[config.mk]
export PLATFORM = sky130hd
export DESIGN_NAME = breath_run_statistics
export DESIGN_NICKNAME = d
export VERILOG_FILES = /design/src/rtl/brs_pkg.sv /design/src/rtl/breath_run_statistics.sv /design/src/rtl/brs_front.sv /design/src/rtl/brs_div.sv /design/src/rtl/brs_back.sv
export SDC_FILE = /design/constraint.sdc
export NUM_CORES = 1
export LEC_CHECK = 0
export ABC_AREA = 1
export BUFFER_PORTS_ARGS = -buffer_cell sky130_fd_sc_hd__buf_2
export CORE_ASPECT_RATIO = 0.6
export CORE_MARGIN = 2
export CORE_UTILIZATION = 25
export DETAILED_ROUTE_END_ITERATION = 8
export GPL_TIMING_DRIVEN = 0
export PLACE_DENSITY = 0.48
export SLEW_MARGIN = 20
export SYNTH_ARGS = -nofsm -noshare
export SYNTH_HDL_FRONTEND = slang
export SYNTH_SLANG_ARGS = --single-unit
export TNS_END_PERCENT = 100
[constraint.sdc]
create_clock -name clk -period 7.3 [get_ports clk]
set_clock_uncertainty 0.1 [all_clocks]
set_input_delay 1.46 -clock clk [delete_from_list [all_inputs] [get_ports clk]]
set_output_delay 1.46 -clock clk [all_outputs]
set_load 0.05 [all_outputs]
[src/rtl/brs_pkg.sv]
// brs_pkg: shared types, constants and helpers for breath_run_statistics
// used by the top level, brs_front and brs_back; depends on nothing

package brs_pkg;

    localparam int SAMPLE_W     = 16;
    localparam int ACC_W        = 40;
    localparam int COUNT_W      = 16;
    localparam int THRESH_W     = 15;
    localparam int MIN_RUN_W    = 16;
    localparam int RUN_LENGTH_W = 16;
    localparam int CFG_DATA_W   = 16;
    localparam int CFG_INDEX_W  = 2;
    localparam int QUEUE_DEPTH  = 2;

    localparam logic [CFG_INDEX_W-1:0] REG_VOLUME_THRESHOLD = 2'd0;
    localparam logic [CFG_INDEX_W-1:0] REG_SPEED_THRESHOLD  = 2'd1;
    localparam logic [CFG_INDEX_W-1:0] REG_MIN_RUN_LENGTH   = 2'd2;

    localparam logic [THRESH_W-1:0]  VOLUME_THRESHOLD_RESET = 15'd5;
    localparam logic [THRESH_W-1:0]  SPEED_THRESHOLD_RESET  = 15'd10;
    localparam logic [MIN_RUN_W-1:0] MIN_RUN_LENGTH_RESET   = 16'd15;

    localparam logic CMD_APPEND = 1'b0;
    localparam logic CMD_CLEAR  = 1'b1;

    typedef struct packed {
        logic                       command;
        logic signed [SAMPLE_W-1:0] sample;
    } brs_item_t;

    typedef struct packed {
        logic signed [ACC_W-1:0]    volume_total;
        logic [COUNT_W-1:0]         breath_total;
        logic signed [SAMPLE_W-1:0] average_volume;
        logic signed [SAMPLE_W-1:0] peak_speed;
        logic signed [SAMPLE_W-1:0] largest_sample;
        logic signed [SAMPLE_W-1:0] smallest_sample;
    } brs_result_t;

    typedef struct packed {
        logic                       command;
        logic signed [SAMPLE_W-1:0] sample;
        logic                       volume_over;
        logic                       speed_over;
    } brs_work_t;

    typedef struct packed {
        logic [THRESH_W-1:0]  volume_threshold;
        logic [THRESH_W-1:0]  speed_threshold;
        logic [MIN_RUN_W-1:0] min_run_length;
    } brs_cfg_t;

    function automatic logic [SAMPLE_W-1:0] magnitude(input logic signed [SAMPLE_W-1:0] v);
        logic [SAMPLE_W-1:0] r;
        r = v[SAMPLE_W-1] ? SAMPLE_W'(~v + 1'b1) : SAMPLE_W'(v);
        return r;
    endfunction

endpackage

[src/rtl/breath_run_statistics.sv]
// breath_run_statistics: top level with configuration registers, front and back
// depends on brs_pkg, brs_front, brs_back

// Each request gives exactly one result. The back end takes a request in ST_IDLE and writes
// its result to the output register in ST_OUT. When it closes a qualifying speed run it first
// goes through the 16-step speed division, and when it counts a breath the 40-step average
// division, both on the one shared serial divider. A two-entry request queue keeps push open
// while the back end works and while a finished result waits to be popped.

module breath_run_statistics #(
    parameter int RUN_LENGTH_WIDTH = brs_pkg::RUN_LENGTH_W
) (
    input  logic                               clk,
    input  logic                               rst_n,
    input  logic                               push,
    input  brs_pkg::brs_item_t                 item,
    output logic                               full,
    output logic                               empty,
    input  logic                               pop,
    output brs_pkg::brs_result_t               result,
    input  logic                               write_enable,
    input  logic [brs_pkg::CFG_INDEX_W-1:0]    reg_index,
    input  logic [brs_pkg::CFG_DATA_W-1:0]     write_data
);

    brs_pkg::brs_cfg_t  cfg_reg, cfg_next;
    brs_pkg::brs_work_t work;
    logic               work_valid;
    logic               work_take;

    always_comb
    begin
        cfg_next = cfg_reg;
        if (write_enable)
        begin
            unique case (reg_index)
                brs_pkg::REG_VOLUME_THRESHOLD:
                    cfg_next.volume_threshold = write_data[brs_pkg::THRESH_W-1:0];
                brs_pkg::REG_SPEED_THRESHOLD:
                    cfg_next.speed_threshold = write_data[brs_pkg::THRESH_W-1:0];
                brs_pkg::REG_MIN_RUN_LENGTH:
                    cfg_next.min_run_length = write_data[brs_pkg::MIN_RUN_W-1:0];
                default:
                    cfg_next = cfg_reg;
            endcase
        end
    end

    always_ff @(posedge clk or negedge rst_n)
    begin
        if (!rst_n)
        begin
            cfg_reg.volume_threshold <= brs_pkg::VOLUME_THRESHOLD_RESET;
            cfg_reg.speed_threshold  <= brs_pkg::SPEED_THRESHOLD_RESET;
            cfg_reg.min_run_length   <= brs_pkg::MIN_RUN_LENGTH_RESET;
        end
        else
        begin
            cfg_reg <= cfg_next;
        end
    end

    brs_front u_front (
        .clk        (clk),
        .rst_n      (rst_n),
        .push       (push),
        .item       (item),
        .full       (full),
        .cfg        (cfg_reg),
        .work_valid (work_valid),
        .work       (work),
        .work_take  (work_take)
    );

    brs_back #(
        .RUN_W (RUN_LENGTH_WIDTH)
    ) u_back (
        .clk            (clk),
        .rst_n          (rst_n),
        .min_run_length (cfg_reg.min_run_length),
        .work_valid     (work_valid),
        .work           (work),
        .work_take      (work_take),
        .result         (result),
        .empty          (empty),
        .pop            (pop)
    );

endmodule

[src/rtl/brs_front.sv]
// brs_front: takes requests, classifies samples against the thresholds
// and holds them in a short queue for the back end; uses brs_pkg

module brs_front (
    input  logic                clk,
    input  logic                rst_n,
    input  logic                push,
    input  brs_pkg::brs_item_t  item,
    output logic                full,
    input  brs_pkg::brs_cfg_t   cfg,
    output logic                work_valid,
    output brs_pkg::brs_work_t  work,
    input  logic                work_take
);

    localparam int PTR_W = (brs_pkg::QUEUE_DEPTH > 1) ? $clog2(brs_pkg::QUEUE_DEPTH) : 1;
    localparam int CNT_W = $clog2(brs_pkg::QUEUE_DEPTH + 1);
    localparam logic [PTR_W-1:0] LAST_PTR = PTR_W'(brs_pkg::QUEUE_DEPTH - 1);
    localparam logic [CNT_W-1:0] FULL_COUNT = CNT_W'(brs_pkg::QUEUE_DEPTH);

    brs_pkg::brs_work_t queue_reg [brs_pkg::QUEUE_DEPTH];
    brs_pkg::brs_work_t entry;

    logic [PTR_W-1:0] wr_ptr_reg, wr_ptr_next;
    logic [PTR_W-1:0] rd_ptr_reg, rd_ptr_next;
    logic [CNT_W-1:0] count_reg, count_next;
    logic [brs_pkg::SAMPLE_W-1:0] mag;
    logic wr_en;
    logic rd_en;

    assign mag = brs_pkg::magnitude(item.sample);

    always_comb
    begin
        entry.command     = item.command;
        entry.sample      = item.sample;
        entry.volume_over = mag > brs_pkg::SAMPLE_W'(cfg.volume_threshold);
        entry.speed_over  = mag > brs_pkg::SAMPLE_W'(cfg.speed_threshold);
    end

    assign full       = (count_reg == FULL_COUNT);
    assign work_valid = (count_reg != '0);
    assign work       = queue_reg[rd_ptr_reg];
    assign wr_en      = push && !full;
    assign rd_en      = work_take && work_valid;

    always_comb
    begin
        wr_ptr_next = wr_ptr_reg;
        rd_ptr_next = rd_ptr_reg;
        count_next  = count_reg;
        if (wr_en)
        begin
            wr_ptr_next = (wr_ptr_reg == LAST_PTR) ? '0 : wr_ptr_reg + 1'b1;
        end
        if (rd_en)
        begin
            rd_ptr_next = (rd_ptr_reg == LAST_PTR) ? '0 : rd_ptr_reg + 1'b1;
        end
        if (wr_en && !rd_en)
        begin
            count_next = count_reg + 1'b1;
        end
        else if (rd_en && !wr_en)
        begin
            count_next = count_reg - 1'b1;
        end
    end

    always_ff @(posedge clk or negedge rst_n)
    begin
        if (!rst_n)
        begin
            wr_ptr_reg <= '0;
            rd_ptr_reg <= '0;
            count_reg  <= '0;
        end
        else
        begin
            wr_ptr_reg <= wr_ptr_next;
            rd_ptr_reg <= rd_ptr_next;
            count_reg  <= count_next;
        end
    end

    always_ff @(posedge clk)
    begin
        if (wr_en)
        begin
            queue_reg[wr_ptr_reg] <= entry;
        end
    end

endmodule

[src/rtl/brs_div.sv]
// brs_div: restoring unsigned divider, one quotient bit per cycle
// shared by the speed and average paths of brs_back; no package use

module brs_div #(
    parameter int DIVIDEND_W = 40,
    parameter int DIVISOR_W  = 16
) (
    input  logic                                clk,
    input  logic                                rst_n,
    input  logic                                start,
    input  logic [$clog2(DIVIDEND_W+1)-1:0]     steps,
    input  logic [DIVIDEND_W-1:0]               dividend,
    input  logic [DIVISOR_W-1:0]                divisor,
    output logic                                done,
    output logic [DIVIDEND_W-1:0]               quotient
);

    localparam int STEP_W = $clog2(DIVIDEND_W + 1);

    logic [DIVIDEND_W-1:0] quo_reg, quo_next;
    logic [DIVISOR_W-1:0]  rem_reg, rem_next;
    logic [DIVISOR_W-1:0]  divisor_reg, divisor_next;
    logic [STEP_W-1:0]     left_reg, left_next;
    logic                  busy_reg, busy_next;
    logic                  done_reg, done_next;
    logic [DIVISOR_W:0]    trial;
    logic [DIVISOR_W:0]    diff;
    logic                  ge;

    assign trial = {rem_reg, quo_reg[DIVIDEND_W-1]};
    assign ge    = (trial >= {1'b0, divisor_reg});
    assign diff  = trial - {1'b0, divisor_reg};

    always_comb
    begin
        quo_next     = quo_reg;
        rem_next     = rem_reg;
        divisor_next = divisor_reg;
        left_next    = left_reg;
        busy_next    = busy_reg;
        done_next    = 1'b0;
        if (start)
        begin
            quo_next     = dividend;
            rem_next     = '0;
            divisor_next = divisor;
            left_next    = steps;
            busy_next    = 1'b1;
        end
        else if (busy_reg)
        begin
            rem_next  = ge ? diff[DIVISOR_W-1:0] : trial[DIVISOR_W-1:0];
            quo_next  = {quo_reg[DIVIDEND_W-2:0], ge};
            left_next = left_reg - 1'b1;
            if (left_reg == STEP_W'(1))
            begin
                busy_next = 1'b0;
                done_next = 1'b1;
            end
        end
    end

    always_ff @(posedge clk or negedge rst_n)
    begin
        if (!rst_n)
        begin
            left_reg <= '0;
            busy_reg <= 1'b0;
            done_reg <= 1'b0;
        end
        else
        begin
            left_reg <= left_next;
            busy_reg <= busy_next;
            done_reg <= done_next;
        end
    end

    always_ff @(posedge clk)
    begin
        quo_reg     <= quo_next;
        rem_reg     <= rem_next;
        divisor_reg <= divisor_next;
    end

    assign done     = done_reg;
    assign quotient = quo_reg;

endmodule

[src/rtl/brs_back.sv]
// brs_back: run tracking, saturating statistics, speed and average division
// and the result register; uses brs_pkg and brs_div

module brs_back #(
    parameter int RUN_W = brs_pkg::RUN_LENGTH_W
) (
    input  logic                              clk,
    input  logic                              rst_n,
    input  logic [brs_pkg::MIN_RUN_W-1:0]     min_run_length,
    input  logic                              work_valid,
    input  brs_pkg::brs_work_t                work,
    output logic                              work_take,
    output brs_pkg::brs_result_t              result,
    output logic                              empty,
    input  logic                              pop
);

    localparam int SW        = brs_pkg::SAMPLE_W;
    localparam int AW        = brs_pkg::ACC_W;
    localparam int CW        = brs_pkg::COUNT_W;
    localparam int CMP_W     = (RUN_W > brs_pkg::MIN_RUN_W) ? RUN_W : brs_pkg::MIN_RUN_W;
    localparam int DIVISOR_W = (RUN_W > CW) ? RUN_W : CW;
    localparam int STEP_W    = $clog2(AW + 1);

    localparam logic [2:0] ST_IDLE       = 3'd0;
    localparam logic [2:0] ST_SPEED      = 3'd1;
    localparam logic [2:0] ST_SPEED_WAIT = 3'd2;
    localparam logic [2:0] ST_AVG        = 3'd3;
    localparam logic [2:0] ST_AVG_WAIT   = 3'd4;
    localparam logic [2:0] ST_OUT        = 3'd5;

    localparam logic signed [AW-1:0] ACC_MAX   = {1'b0, {(AW-1){1'b1}}};
    localparam logic signed [AW-1:0] ACC_MIN   = {1'b1, {(AW-1){1'b0}}};
    localparam logic signed [SW-1:0] SMP_MAX   = {1'b0, {(SW-1){1'b1}}};
    localparam logic signed [SW-1:0] SMP_MIN   = {1'b1, {(SW-1){1'b0}}};
    localparam logic [AW-1:0]        POS_LIMIT = AW'({1'b0, {(SW-1){1'b1}}});
    localparam logic [AW-1:0]        NEG_LIMIT = AW'({1'b1, {(SW-1){1'b0}}});
    localparam logic signed [SW-1:0] AVG_EMPTY = SW'(1);

    logic [2:0]               state_reg, state_next;
    logic signed [SW-1:0]     prev_reg, prev_next;
    logic [RUN_W-1:0]         vrun_reg, vrun_next;
    logic [RUN_W-1:0]         srun_reg, srun_next;
    logic signed [AW-1:0]     acc_reg, acc_next;
    logic [CW-1:0]            cnt_reg, cnt_next;
    logic signed [SW-1:0]     peak_reg, peak_next;
    logic signed [SW-1:0]     max_reg, max_next;
    logic signed [SW-1:0]     min_reg, min_next;
    logic                     seen_reg, seen_next;
    logic signed [SW-1:0]     avg_reg, avg_next;
    logic                     need_avg_reg, need_avg_next;
    logic [SW-1:0]            spd_num_reg, spd_num_next;
    logic                     spd_neg_reg, spd_neg_next;
    logic [RUN_W-1:0]         spd_len_reg, spd_len_next;
    logic                     out_valid_reg, out_valid_next;
    brs_pkg::brs_result_t     out_reg, out_next;

    logic [RUN_W-1:0]         vrun_inc;
    logic [RUN_W-1:0]         srun_inc;
    logic                     vrun_done;
    logic                     srun_done;
    logic [AW:0]              acc_sum;
    logic signed [AW-1:0]     acc_sat;
    logic [AW-1:0]            acc_mag;
    logic [SW-1:0]            spd_mag;

    logic                     div_start;
    logic [STEP_W-1:0]        div_steps;
    logic [AW-1:0]            div_dividend;
    logic [DIVISOR_W-1:0]     div_divisor;
    logic                     div_done;
    logic [AW-1:0]            div_quotient;

    brs_div #(
        .DIVIDEND_W (AW),
        .DIVISOR_W  (DIVISOR_W)
    ) u_div (
        .clk      (clk),
        .rst_n    (rst_n),
        .start    (div_start),
        .steps    (div_steps),
        .dividend (div_dividend),
        .divisor  (div_divisor),
        .done     (div_done),
        .quotient (div_quotient)
    );

    assign vrun_inc  = (&vrun_reg) ? vrun_reg : vrun_reg + 1'b1;
    assign srun_inc  = (&srun_reg) ? srun_reg : srun_reg + 1'b1;
    assign vrun_done = CMP_W'(vrun_reg) > CMP_W'(min_run_length);
    assign srun_done = CMP_W'(srun_reg) > CMP_W'(min_run_length);
    assign acc_sum   = {acc_reg[AW-1], acc_reg} + (AW+1)'(prev_reg);
    assign acc_sat   = (acc_sum[AW] != acc_sum[AW-1]) ? (acc_sum[AW] ? ACC_MIN : ACC_MAX)
                                                      : acc_sum[AW-1:0];
    assign acc_mag   = acc_reg[AW-1] ? AW'(~acc_reg + 1'b1) : AW'(acc_reg);
    assign spd_mag   = div_quotient[SW-1:0];

    assign work_take = (state_reg == ST_IDLE) && work_valid;

    always_comb
    begin
        state_next     = state_reg;
        prev_next      = prev_reg;
        vrun_next      = vrun_reg;
        srun_next      = srun_reg;
        acc_next       = acc_reg;
        cnt_next       = cnt_reg;
        peak_next      = peak_reg;
        max_next       = max_reg;
        min_next       = min_reg;
        seen_next      = seen_reg;
        avg_next       = avg_reg;
        need_avg_next  = need_avg_reg;
        spd_num_next   = spd_num_reg;
        spd_neg_next   = spd_neg_reg;
        spd_len_next   = spd_len_reg;
        out_valid_next = out_valid_reg && !pop;
        out_next       = out_reg;
        div_start      = 1'b0;
        div_steps      = STEP_W'(AW);
        div_dividend   = acc_mag;
        div_divisor    = DIVISOR_W'(cnt_reg);

        unique case (state_reg)
            ST_IDLE:
            begin
                if (work_valid)
                begin
                    if (work.command == brs_pkg::CMD_CLEAR)
                    begin
                        prev_next     = '0;
                        vrun_next     = '0;
                        srun_next     = '0;
                        acc_next      = '0;
                        cnt_next      = '0;
                        peak_next     = '0;
                        max_next      = '0;
                        min_next      = '0;
                        seen_next     = 1'b0;
                        avg_next      = AVG_EMPTY;
                        need_avg_next = 1'b0;
                        state_next    = ST_OUT;
                    end
                    else
                    begin
                        need_avg_next = 1'b0;
                        if (work.volume_over)
                        begin
                            vrun_next = vrun_inc;
                        end
                        else
                        begin
                            if (vrun_done)
                            begin
                                acc_next      = acc_sat;
                                cnt_next      = (&cnt_reg) ? cnt_reg : cnt_reg + 1'b1;
                                need_avg_next = 1'b1;
                            end
                            vrun_next = '0;
                        end
                        if (work.speed_over)
                        begin
                            srun_next = srun_inc;
                        end
                        else
                        begin
                            srun_next = '0;
                        end
                        spd_num_next = brs_pkg::magnitude(prev_reg);
                        spd_neg_next = prev_reg[SW-1];
                        spd_len_next = srun_reg;
                        if (!seen_reg)
                        begin
                            max_next  = work.sample;
                            min_next  = work.sample;
                            seen_next = 1'b1;
                        end
                        else
                        begin
                            if (work.sample > max_reg)
                            begin
                                max_next = work.sample;
                            end
                            if (work.sample < min_reg)
                            begin
                                min_next = work.sample;
                            end
                        end
                        prev_next = work.sample;
                        if (!work.speed_over && srun_done)
                        begin
                            state_next = ST_SPEED;
                        end
                        else if (!work.volume_over && vrun_done)
                        begin
                            state_next = ST_AVG;
                        end
                        else
                        begin
                            state_next = ST_OUT;
                        end
                    end
                end
            end
            ST_SPEED:
            begin
                div_start    = 1'b1;
                div_steps    = STEP_W'(SW);
                div_dividend = {spd_num_reg, {(AW-SW){1'b0}}};
                div_divisor  = DIVISOR_W'(spd_len_reg);
                state_next   = ST_SPEED_WAIT;
            end
            ST_SPEED_WAIT:
            begin
                if (div_done)
                begin
                    if (spd_mag > brs_pkg::magnitude(peak_reg))
                    begin
                        peak_next = spd_neg_reg ? SW'(~spd_mag + 1'b1) : SW'(spd_mag);
                    end
                    state_next = need_avg_reg ? ST_AVG : ST_OUT;
                end
            end
            ST_AVG:
            begin
                div_start  = 1'b1;
                state_next = ST_AVG_WAIT;
            end
            ST_AVG_WAIT:
            begin
                if (div_done)
                begin
                    if (acc_reg[AW-1])
                    begin
                        avg_next = (div_quotient > NEG_LIMIT) ? SMP_MIN
                                                              : SW'(~div_quotient + 1'b1);
                    end
                    else
                    begin
                        avg_next = (div_quotient > POS_LIMIT) ? SMP_MAX : SW'(div_quotient);
                    end
                    state_next = ST_OUT;
                end
            end
            ST_OUT:
            begin
                if (!out_valid_reg || pop)
                begin
                    out_next.volume_total    = acc_reg;
                    out_next.breath_total    = cnt_reg;
                    out_next.average_volume  = avg_reg;
                    out_next.peak_speed      = peak_reg;
                    out_next.largest_sample  = max_reg;
                    out_next.smallest_sample = min_reg;
                    out_valid_next           = 1'b1;
                    state_next               = ST_IDLE;
                end
            end
            default:
            begin
                state_next = ST_IDLE;
            end
        endcase
    end

    always_ff @(posedge clk or negedge rst_n)
    begin
        if (!rst_n)
        begin
            state_reg     <= ST_IDLE;
            prev_reg      <= '0;
            vrun_reg      <= '0;
            srun_reg      <= '0;
            acc_reg       <= '0;
            cnt_reg       <= '0;
            peak_reg      <= '0;
            max_reg       <= '0;
            min_reg       <= '0;
            seen_reg      <= 1'b0;
            avg_reg       <= AVG_EMPTY;
            need_avg_reg  <= 1'b0;
            out_valid_reg <= 1'b0;
        end
        else
        begin
            state_reg     <= state_next;
            prev_reg      <= prev_next;
            vrun_reg      <= vrun_next;
            srun_reg      <= srun_next;
            acc_reg       <= acc_next;
            cnt_reg       <= cnt_next;
            peak_reg      <= peak_next;
            max_reg       <= max_next;
            min_reg       <= min_next;
            seen_reg      <= seen_next;
            avg_reg       <= avg_next;
            need_avg_reg  <= need_avg_next;
            out_valid_reg <= out_valid_next;
        end
    end

    always_ff @(posedge clk)
    begin
        spd_num_reg <= spd_num_next;
        spd_neg_reg <= spd_neg_next;
        spd_len_reg <= spd_len_next;
        out_reg     <= out_next;
    end

    assign result = out_reg;
    assign empty  = !out_valid_reg;

    // no breaths counted means the default average between items
    a_avg_default: assert property (@(posedge clk) disable iff (!rst_n)
        (state_reg == ST_IDLE && cnt_reg == '0) |-> (avg_reg == AVG_EMPTY))
        else $error("average not at its default with no breaths");

    a_total_empty: assert property (@(posedge clk) disable iff (!rst_n)
        (cnt_reg == '0) |-> (acc_reg == '0))
        else $error("volume total nonzero with no breaths");

    a_no_samples: assert property (@(posedge clk) disable iff (!rst_n)
        (!seen_reg) |-> (max_reg == '0 && min_reg == '0 && prev_reg == '0))
        else $error("sample statistics set before any sample");

    a_min_le_max: assert property (@(posedge clk) disable iff (!rst_n)
        seen_reg |-> (min_reg <= max_reg))
        else $error("smallest sample above largest sample");

endmodule
==> impl_results.md <==
* CP Launch Type: register
* Drt first-iter violations at 2211
* Chip height at 265 um
* Nets at 3856
* Final setup margin at 3.14 ns
* Largest cells by area after synthesis: edfxtp_1 (26%), dfrtp_1 (20%), nand2_1 (12%)
* Drt first pass iters at 5
* Class of the worst hold path: reg2reg
* Lkg Pwr at 0.0151 uW
* Max Root-Sink Buffers at 3
* Fin cells at 5188
* EDFF count, synth at 247
* Final period utilization at 0.570
* Number of remaining DRC errors at 0
* Pwr dens at 367 nW/um^2
* Worst Tran Pin Value at 1.09 ns
* Req. time, crit path at 7.78 ns
* Die ar. at 116000 um^2
* Initial antenna violation count at 9
* Setup CP Type: reg2reg
* I/O pins at 162
* Yosys warnings at 0
* CTS clk-pin slew, worst paths at 0.06 ns
* Core area at 112000 um^2
* WL/cell at 18.1 um
* Mapped Cells at 3412
* Period minus WS final at 4.16 ns
* Register area share after synthesis at 0.479
* Number of flip-flops in the largest register at 120
* Final setup violation count at 0
* Post-Syn Area at 28300 um^2
* Overflow after GRT at 0
* Area growth syn-to-layout at 16.6%
* Slew headroom at 0.273
* FP Rows at 95
* Yosys top cell area share at 0.262
* Share of cells above drive strength 1 at 0.0975
* Max-Cap Viols at 0
* Setup slack, reg-to-reg at 3.14 ns
* Syn nets at 3630
* Largest net degree at the start of global routing at 86
* GPL Wtd Cong at 0.940
* Via count at 23800
* Netlist cell types at 57
* Post-CTS Hold Fix Bufs at 0
* Drt total wl at 93.8 mm
* Kind of capture point of the worst setup path: register
* Vias in the first global route at 22000
* CP arrival at 4.64 ns
* Post_cts resized at 0
* Pins Over Slew Limit at 0
* RSZ-0062 raised after global routing: false
* Initial Util at 0.253
* DP HPWL at 74.0 mm
* CTS tree: built
* Final Hold Viols at 0
* Hold WS at 0.352 ns
* Postcts setup bufs at 0
* Yosys top cell by area: edfxtp_1
* First-pass GRT wire length at 141 mm
* Synthesis-stage register bit count at 495
* Clk_lat worst skew at 0.65 ns
* Vias/cell at 4.59
* Tot GR Track Use at 0.159
* Port bufs at 161
* Die W at 438 um
* Outcome: finished, final reports clean
* CTS Sinks at 495
* Clock root buffer: clkbuf_16
* CTS buffer count at 52
* Antenna-violating nets left at 0
* H-tree levels at 2
* Worst slack at placement at 2.58 ns
* Dpl cells at 5087
* Top_reg_cell synth: edfxtp_1
* Mean Syn Cell Area at 8.30 um^2
* Max FO, Critical Path at 10
* Ys async rst share at 0.469
* Fmax at 240 MHz
* VDD IR-drop max at 0.214 mV
## Yosys cell counts (3+ instances only)
master	n
a211oi_1	6
a21o_1	8
a21oi_1	172
a21oi_2	3
a22oi_1	16
a31oi_1	12
and3_1	3
buf_2	21
buf_4	5
clkbuf_1	51
dfrtp_1	223
dfstp_2	9
dfxtp_1	16
edfxtp_1	247
ha_1	176
inv_1	426
inv_2	4
nand2_1	942
nand3_1	167
nand3_2	3
nand3b_1	21
nand4_1	38
nor2_1	274
nor2_2	6
nor3_1	63
nor3b_1	4
nor4_1	15
o211ai_1	7
o21a_1	7
o21ai_0	235
o21ai_1	11
o21bai_1	11
o22ai_1	29
o2bb2ai_1	4
o31ai_1	7
o32ai_1	5
or2_2	33
xnor2_1	34
xor2_1	72
## where the power goes
| group | switching [uW] | internal [uW] | total, uW |
|---|---|---|---|
| clock | 1260 | 1510 | 2770 |
| sequential | 539 | 3830 | 4370 |
| combinational | 3470 | 1520 | 4990 |
## final cells by class
type                    instances  area, um^2
diodes                          3        7.51
plain buffers                  81         365
clock buffers                  63        1420
clock inverters                35         324
fillers                     12000       79100
inverters                     431        1620
multi-input cells            2405       12800
flip-flops and latches        495       13600
well taps                    1503        1880
repair buffers                172        1060
## logic make-up (layout without fill, tap and decap cells)
group,Yosys count,in the layout,share of synthesized area
compound gates,544,544,0.106
fa+ha+maj,178,178,0.0792
buf+inv,512,782,0.0700
xor+xnor,106,106,0.0328
other cells,0,3,0
flops,495,495,0.479
simple gates,1577,1577,0.233
## layer usage
layer	wire length (um)	GRT usage
met1	49100	0.258
met2	34400	0.202
met3	8360	0.0449
met4	1830	0.0325
met5	59	0
## per-stage QoR
step                      cell area, um^2  total power (uW)   util  TNS, ns
after floorplan                     28300              7780      -        0
after global placement              31000              9350  0.277  -461.63
after detailed placement            31300              9410  0.279        0
after CTS                           33000             12200  0.295        0
after global routing                33000             13000  0.295        0
final                               33000             12100  0.295        0
## final timing paths
| check | start | to | cells past startpoint |
|---|---|---|---|
| worst max-delay path | u_front.rd_ptr_reg$_DFFE_PN0P_ | u_back.min_reg[6]$_DFFE_PN0P_ | 17 |
| worst min-delay path | u_back.avg_reg[10]$_DFFE_PN0P_ | u_back.result[58]$_DFFE_PP_ | 0 |
| worst max register to register | u_front.rd_ptr_reg$_DFFE_PN0P_ | u_back.min_reg[6]$_DFFE_PN0P_ | 17 |
| worst min register to register | u_back.avg_reg[10]$_DFFE_PN0P_ | u_back.result[58]$_DFFE_PP_ | 0 |
| max in group asynchronous | rst_n | u_back.avg_reg[0]$_DFFE_PN1P_ | 3 |
| min in group asynchronous | rst_n | cfg_reg[29]$_DFFE_PN0P_ | 1 |
## critical path: stages (launching register included)
cell and delay [ns]:
dfrtp_1 0.42, buf_4 0.20, clkbuf_1 0.25, o21ai_0 0.91, inv_1 0.18, ha_1 0.36, nand2_1 0.07, inv_1 0.05
nand3_1 0.06, a31oi_1 0.10, a211oi_1 0.25, nand2_1 0.09, nand2_1 0.07, nand3_2 0.17, nand2_1 0.32, buf_2 0.33
nand2_1 0.08, nand2_1 0.06
## placed cells by master (no fill, tap or decap), types with 11 or more instances in the layout
cell,n
nor2_1,270
o22ai_1,29
or2_2,33
xnor2_1,34
a22oi_1,16
inv_1,425
dfrtp_1,223
buf_2,181
a31oi_1,12
nor4_1,14
nand3b_1,21
nand4_1,38
clkinv_2,11
o21ai_0,235
nor3_1,63
clkbuf_16,54
a21oi_1,172
nand2_1,942
clkbuf_1,56
o21ai_1,11
edfxtp_1,247
xor2_1,72
o21bai_1,11
nand3_1,167
dfxtp_1,16
ha_1,176
(Power assumes the default switching activity.)
